File: src/hdl/ims_pkg.sv
`timescale 1ns / 1ps
`default_nettype none

package ims_pkg;

	// fixed field widths of the request, result and configuration
	localparam int OPC_W  = 2;
	localparam int SITE_W = 10;
	localparam int DIR_W  = 3;
	localparam int SIZE_W = 14;
	localparam int CFG_W  = 4;

	// number of distinct site codes the site field can carry
	localparam int SITE_SPAN = 2 ** SITE_W;

	// directions per site after reset
	localparam logic [CFG_W-1:0] CFG_RESET = CFG_W'(4);

	// request codes; any other code only asks for membership
	localparam logic [OPC_W-1:0] OP_ADD    = OPC_W'(0);
	localparam logic [OPC_W-1:0] OP_REMOVE = OPC_W'(1);

	typedef enum logic [2:0] {
		ST_WIPE,
		ST_IDLE,
		ST_REDUCE,
		ST_LOOKUP,
		ST_UPDATE,
		ST_CLEAR_KEY,
		ST_FINISH
	} ims_state_t;

	// commands from the controller to the datapath
	typedef struct packed {
		logic capture;
		logic reduce_step;
		logic lookup;
		logic update;
		logic clear_key;
		logic publish;
		logic wipe;
	} ims_cmd_t;

	// status from the datapath to the controller
	typedef struct packed {
		logic reduce_need;
		logic reduce_last;
		logic remove_now;
		logic out_free;
		logic wipe_last;
	} ims_status_t;

endpackage

`default_nettype wire

File: src/hdl/ims_ctrl.sv
`timescale 1ns / 1ps
`default_nettype none

module ims_ctrl (
	input  logic                clk,
	input  logic                arst_n,
	input  logic                in_valid,
	input  ims_pkg::ims_status_t st,
	output ims_pkg::ims_cmd_t   cmd,
	output logic                in_stall
);

	import ims_pkg::*;

	ims_state_t state_q;
	ims_state_t state_nxt;
	logic       ready;
	logic       take;

	// a new request is taken when idle, or when the finished one leaves
	assign ready = (state_q == ST_IDLE) || ((state_q == ST_FINISH) && st.out_free);
	assign take  = ready && in_valid;
	assign in_stall = !ready;

	// state register
	always_ff @(posedge clk or negedge arst_n) begin
		if (!arst_n) begin
			state_q <= ST_WIPE;
		end else begin
			state_q <= state_nxt;
		end
	end

	// next state
	always_comb begin
		state_nxt = state_q;
		unique case (state_q)
			ST_WIPE: begin
				if (st.wipe_last) begin
					state_nxt = ST_IDLE;
				end
			end
			ST_IDLE: begin
				if (take) begin
					state_nxt = st.reduce_need ? ST_REDUCE : ST_LOOKUP;
				end
			end
			ST_REDUCE: begin
				if (st.reduce_last) begin
					state_nxt = ST_LOOKUP;
				end
			end
			ST_LOOKUP: begin
				state_nxt = ST_UPDATE;
			end
			ST_UPDATE: begin
				state_nxt = st.remove_now ? ST_CLEAR_KEY : ST_FINISH;
			end
			ST_CLEAR_KEY: begin
				state_nxt = ST_FINISH;
			end
			ST_FINISH: begin
				if (take) begin
					state_nxt = st.reduce_need ? ST_REDUCE : ST_LOOKUP;
				end else if (st.out_free) begin
					state_nxt = ST_IDLE;
				end
			end
			default: begin
				state_nxt = ST_WIPE;
			end
		endcase
	end

	// commands
	always_comb begin
		cmd = '0;
		cmd.capture = take;
		unique case (state_q)
			ST_WIPE:      cmd.wipe        = 1'b1;
			ST_IDLE:      cmd.publish     = 1'b0;
			ST_REDUCE:    cmd.reduce_step = 1'b1;
			ST_LOOKUP:    cmd.lookup      = 1'b1;
			ST_UPDATE:    cmd.update      = 1'b1;
			ST_CLEAR_KEY: cmd.clear_key   = 1'b1;
			ST_FINISH:    cmd.publish     = st.out_free;
			default:      cmd.wipe        = 1'b0;
		endcase
	end

endmodule

`default_nettype wire

File: config.mk
export PLATFORM = sky130hd
export DESIGN_NAME = ims_ctrl
export DESIGN_NICKNAME = d
export VERILOG_FILES = /design/src/hdl/ims_pkg.sv /design/src/hdl/ims_ctrl.sv
export SDC_FILE = /design/constraint.sdc
export NUM_CORES = 1
export LEC_CHECK = 0
export ABC_AREA = 0
export BUFFER_PORTS_ARGS = -buffer_cell sky130_fd_sc_hd__clkbuf_2
export CORE_AREA = 4 4 41 43
export CTS_CLUSTER_SIZE = 8
export DETAILED_ROUTE_END_ITERATION = 16
export DIE_AREA = 0 0 45 47
export SETUP_SLACK_MARGIN = 0.02
export SYNTH_ARGS = -nofsm -noshare
export SYNTH_HDL_FRONTEND = slang
export SYNTH_SLANG_ARGS = --single-unit
File: constraint.sdc
create_clock -name clk -period 1.5 [get_ports clk]
set_clock_uncertainty 0.1 [all_clocks]
set_input_delay 0.3 -clock clk [delete_from_list [all_inputs] [get_ports clk]]
set_output_delay 0.3 -clock clk [all_outputs]
set_load 0.01 [all_outputs]
=== Yosys cells after proc, flatten, opt, wreduce, memory -nomap -nowiden ===
Index checks and enable logic that the tools add are counted.

* Logic and storage cells: 31
* Input bits: 8
* Output and inout port bits: 8
* Flip-flop bits (word level): 3

* Muxes and demuxes: 14
* Reduce and logical (&&, ||, !) cells: 6
* Equal/unequal tests: 10

{| class="wikitable"
|+ Operator list
! operator !! number
|-
| case mux 3 bit (7 select lines) || 1
|-
| two-way mux 3 bit || 5
|-
| equality test 3 bit, second input constant || 3
|-
| two-way mux 1 bit || 7
|-
| equality test 3 x 2 -> 1 bit, second input constant || 2
|-
| inequality test 2 bit, second input constant || 3
|-
| AND reduction 4 bit || 1
|-
| equality test 3 x 1 -> 1 bit, second input constant || 1
|-
| logical NOT 3 bit || 1
|-
| inequality test 3 bit, second input constant || 1
|-
| logical AND 1 bit || 2
|-
| two-way mux 2 bit || 1
|-
| logical NOT 1 bit || 1
|-
| logical OR 1 bit || 1
|}

=== Longest topological paths before layout ===
* Depth after elaboration: 6
* Depth in mapped cells: 5

=== Worst setup path before layout ===
No wires, ideal clock.

* Path kind: register to output
* From: reg state_q[2]
* To: out cmd[6] (netlist name)
* Stages on the path, launching flop included: 6
* Slack: 72 ps
* Buffers on the path: 2
* Data arrival time: 1028 ps
* Cell sequence: dfrtp_1 > buf_2 > nor2_1 > a21oi_2 > nor2b_1 > buf_4

* Cells in the longest elaborated chain, start to end: 4

{| class="wikitable"
|+ RTL lines
! what !! RTL line !! source
|-
| start: declaration || ims_ctrl.sv:15 || <nowiki>ims_state_t state_q;</nowiki>
|-
| start signal: assignment || ims_ctrl.sv:30 || <nowiki>state_q <= state_nxt;</nowiki>
|-
| equality test 3 bit || ims_ctrl.sv:21 || <nowiki>assign ready = (state_q == ST_IDLE) || ((state_q == ST_FINISH) && st.out_free);</nowiki>
|-
| logical AND 1 bit || ims_ctrl.sv:21 ||
|-
| logical OR 1 bit (*) || ims_ctrl.sv:21 ||
|-
| logical AND 1 bit (*) || ims_ctrl.sv:22 || <nowiki>assign take = ready && in_valid;</nowiki>
|-
| end: declaration || ims_ctrl.sv:9 || <nowiki>output ims_pkg::ims_cmd_t cmd,</nowiki>
|}

Mark *: on every way between the ends. The rest lies on a longest branch, timed or not.

==> summary.md <==
Once the floorplan was initialized, standard cells occupied 21.4% of the core. Of the cells placed in the final design, the portion with a size suffix greater than 1 is 55.2%. STA classifies the critical path endpoint as an output pin.

Once detailed placement completed, the half-perimeter wirelength came to 600 µm. The port buffer count works out to 15. The logs give 16 for the number of I/O pins and 4 for the number of failing setup endpoints in the final timing report. Summing over every cut layer, the via total after detailed routing is 341. In this run the tightest slew margin relative to its limit is 82.5%. Once detail routing completed, the nets flagged for antenna violations numbered 0. The first detailed-routing pass ran for 4 iterations. After synthesis the netlist holds a flip-flop and latch count of 3. Summed over all layers, the routed wires come to 775 µm.

On the critical path, the stage with the largest delay is an instance of dfrtp_2. The dominant delay contributor by cell family on the critical path is flip-flops. The largest registers in the layout are state_q: 3 flops. The tools report the routability congestion estimate from global placement as 0.763. The arrival time reported for the critical path endpoint was 1.18 ns.

The total grt overflow came out at 0. The run gives 9 as the first-iteration detailed-routing DRC count. The share of the synthesized area in the top cell type was 26.9%. The biggest area contributor in the post-synthesis netlist is dfrtp_1. For this run, the post-layout net count is 67. The critical setup path kind was flip-flop to output pin. The number of pins with negative max-slew slack in the final report is 0, and the area enclosed by the die boundary is 0.00212 mm². The run gives -0.0829 ns as the post-route worst setup slack. The required time reported for the critical path endpoint is 1.10 ns, and the sequential area share after synthesis is 26.9%. The worst setup path is launched from a flip-flop. The synthesized instance count is 35, and the all-layer global routing usage is 9.57%. Fill cells in the final layout number 154. The clock network latency to the later pin of the worst-skew pair came out at 0.23 ns. The tools report the CTS root buffer as clkbuf_4.

The average detailed-routed wire length per instance works out to 10.6 µm. The sequential cells in the finished layout cover a total of 77.6 µm². The worst hold path belongs to the class input pin to asynchronous set/reset pin. The floorplan step set the die width to 45 µm. TritonCTS built the clock tree. The number of sinks on the clock net was 3. The flip-flop count of the largest register after layout was 3; the post-synthesis to final-layout area growth was 66.8%. The post-CTS clock slew at the launch and capture registers of the worst setup and hold paths was 0.04 ns. The height of the die is 47 µm, and the cell area reported after detailed placement is 383 µm². For the initial antenna violation count, the log shows 0.

For this run, the leading register cell type out of synthesis is dfrtp_1. The largest driver fanout on the critical path works out to 8. Yosys attributes the largest share of cell area to dfrtp_1, buf_4, nand2b_1.

The number of global-route vias before repair came out at 327. For the worst ir drop on vdd, the log shows 0.000712 V. The logs give 13 for the number of core rows and 43 for the synthesized net count. The maximum level of the CTS H-tree is 1.

Proportion of register bits with asynchronous set or reset after synthesis: 100%. By count the netlist is led by dfrtp_1, nor2_1. Number of buffers created by CTS: 3.

Synthesis instantiated 26 different standard cells from the library. The total power per unit cell area came out at 2090 mW/mm². The checks that failed: negative setup slack. The leakage power total is 0.224 nW, and the number of synthesized flops with an enable pin is 0.

The flow ran to the end, but the final reports show violations. Using the TritonRoute via totals, the vias-per-cell ratio works out to 4.67. In the final layout, the multi-input gates occupy 188 µm². The final number of hold-violating endpoints was 0; the pin slew with the least headroom to its limit was 0.259 ns. The final critical path takes up 106% of the cycle. The combined buffer and inverter count along the critical path was 1; the number of remaining DRC errors was 0.

The tools report the number of synthesis warnings as 0. Entering global routing, the biggest net connects 11 pins. The post-synthesis instance area was 279 µm². Walking the worst path, the cells encountered are and4b_1, a21oi_2, nor2b_1, clkbuf_2. On the worst path, the slowest cell contributes a delay of 0.44 ns.

For the peak clock frequency supported by timing, the log shows 0.632 GHz. The wire length of the first global-routing pass is 1380 µm, and the post-synthesis average cell area is 7.97 µm². Final critical path time including I/O delays and setup: 1.58 ns. Setup repair after global routing could not meet its margin everywhere. The area of the placeable core is 0.00130 mm². For the final antenna diode count, the log shows 0. For the final sum of negative setup slack, the log shows -0.234 ns. The maximum root-to-sink buffer count was 2; the final design area excluding fillers was 465 µm². Across the run, the number of max-cap violations was 0. The register with the most flip-flops in the final layout is state_q.
## final timing paths
kind,end,cells past startpoint,start,slack [ns]
max in group asynchronous,state_q[2]$_DFFE_PN0P_,2,arst_n,0.89
max,cmd[6],4,state_q[1]$_DFFE_PN0P_,-0.08
min reg2reg,state_q[1]$_DFFE_PN0P_,2,state_q[1]$_DFFE_PN0P_,0.58
max reg2reg,state_q[0]$_DFFE_PN0P_,4,state_q[0]$_DFFE_PN0P_,0.16
min in group clk,state_q[1]$_DFFE_PN0P_,3,in_valid,0.30
min,state_q[1]$_DFFE_PN0P_,2,arst_n,0.29
## layer usage
layer  global-route usage (%)  vias up  wire, µm
met5                        0        -         0
met4                     7.02        0         0
met3                     4.98        0        54
met2                     13.8       13       375
met1                     10.7      154       346
li1                         -      174         -
## what timing repair did
item,CTS,global route
hold buffers,1,0
pin swaps,1,2
resized for setup,5,8
hold endpoints to repair,3,0
setup endpoints to repair,8,8
setup buffers,1,1
## cell type report
| class | count | area share, % |
|---|---|---|
| sequential | 3 | 16.7 |
| clock buffer | 4 | 5.65 |
| inverter | 2 | 1.61 |
| multi-input combinational | 26 | 40.3 |
| timing repair buffer | 23 | 31.7 |
| tap | 15 | 4.03 |
## through the flow
| stage | hold WS [ns] | worst slack, ns | utilization [%] | cells | total power (W) |
|---|---|---|---|---|---|
| floorplan | -0.0956 | 0.0716 | - | 35 | 0.000550 |
| global placement | 0.000563 | 0.125 | 29.4 | 66 | 0.000737 |
| detailed placement | 0.00170 | 0.103 | 29.4 | 66 | 0.000735 |
| CTS | 0.286 | -0.104 | 34.4 | 72 | 0.000964 |
| global route | 0.302 | -0.147 | 35.8 | 73 | 0.00107 |
| finish | 0.293 | -0.0829 | 35.8 | 73 | 0.000972 |
## logic make-up after synthesis
| group | count (synthesis) | synth area share (%) |
|---|---|---|
| AND/OR/NAND/NOR | 16 | 35.4 |
| AO/OA/AOI/OAI | 10 | 25.1 |
| buffers and inverters | 6 | 12.6 |
| flip-flops | 3 | 26.9 |
## report_power, final
group          total [W]  leakage (nW)  switching, W  internal, W
Clock           0.000146        0.0150     0.0000459     0.000100
Combinational   0.000640         0.175      0.000320     0.000320
Sequential      0.000186        0.0341     0.0000572     0.000129
## placed cells by master (no fill, tap or decap), types with 2 or more instances in the layout
master | synthesis | final
clkbuf_2 | 0 | 9
buf_4 | 2 | 6
buf_2 | 1 | 5
nor2_1 | 3 | 3
clkbuf_4 | 1 | 3
nor2b_1 | 2 | 2
o21ai_0 | 2 | 2
buf_6 | 0 | 2
dfrtp_2 | 0 | 2
Power figures use the tool's default switching activity.
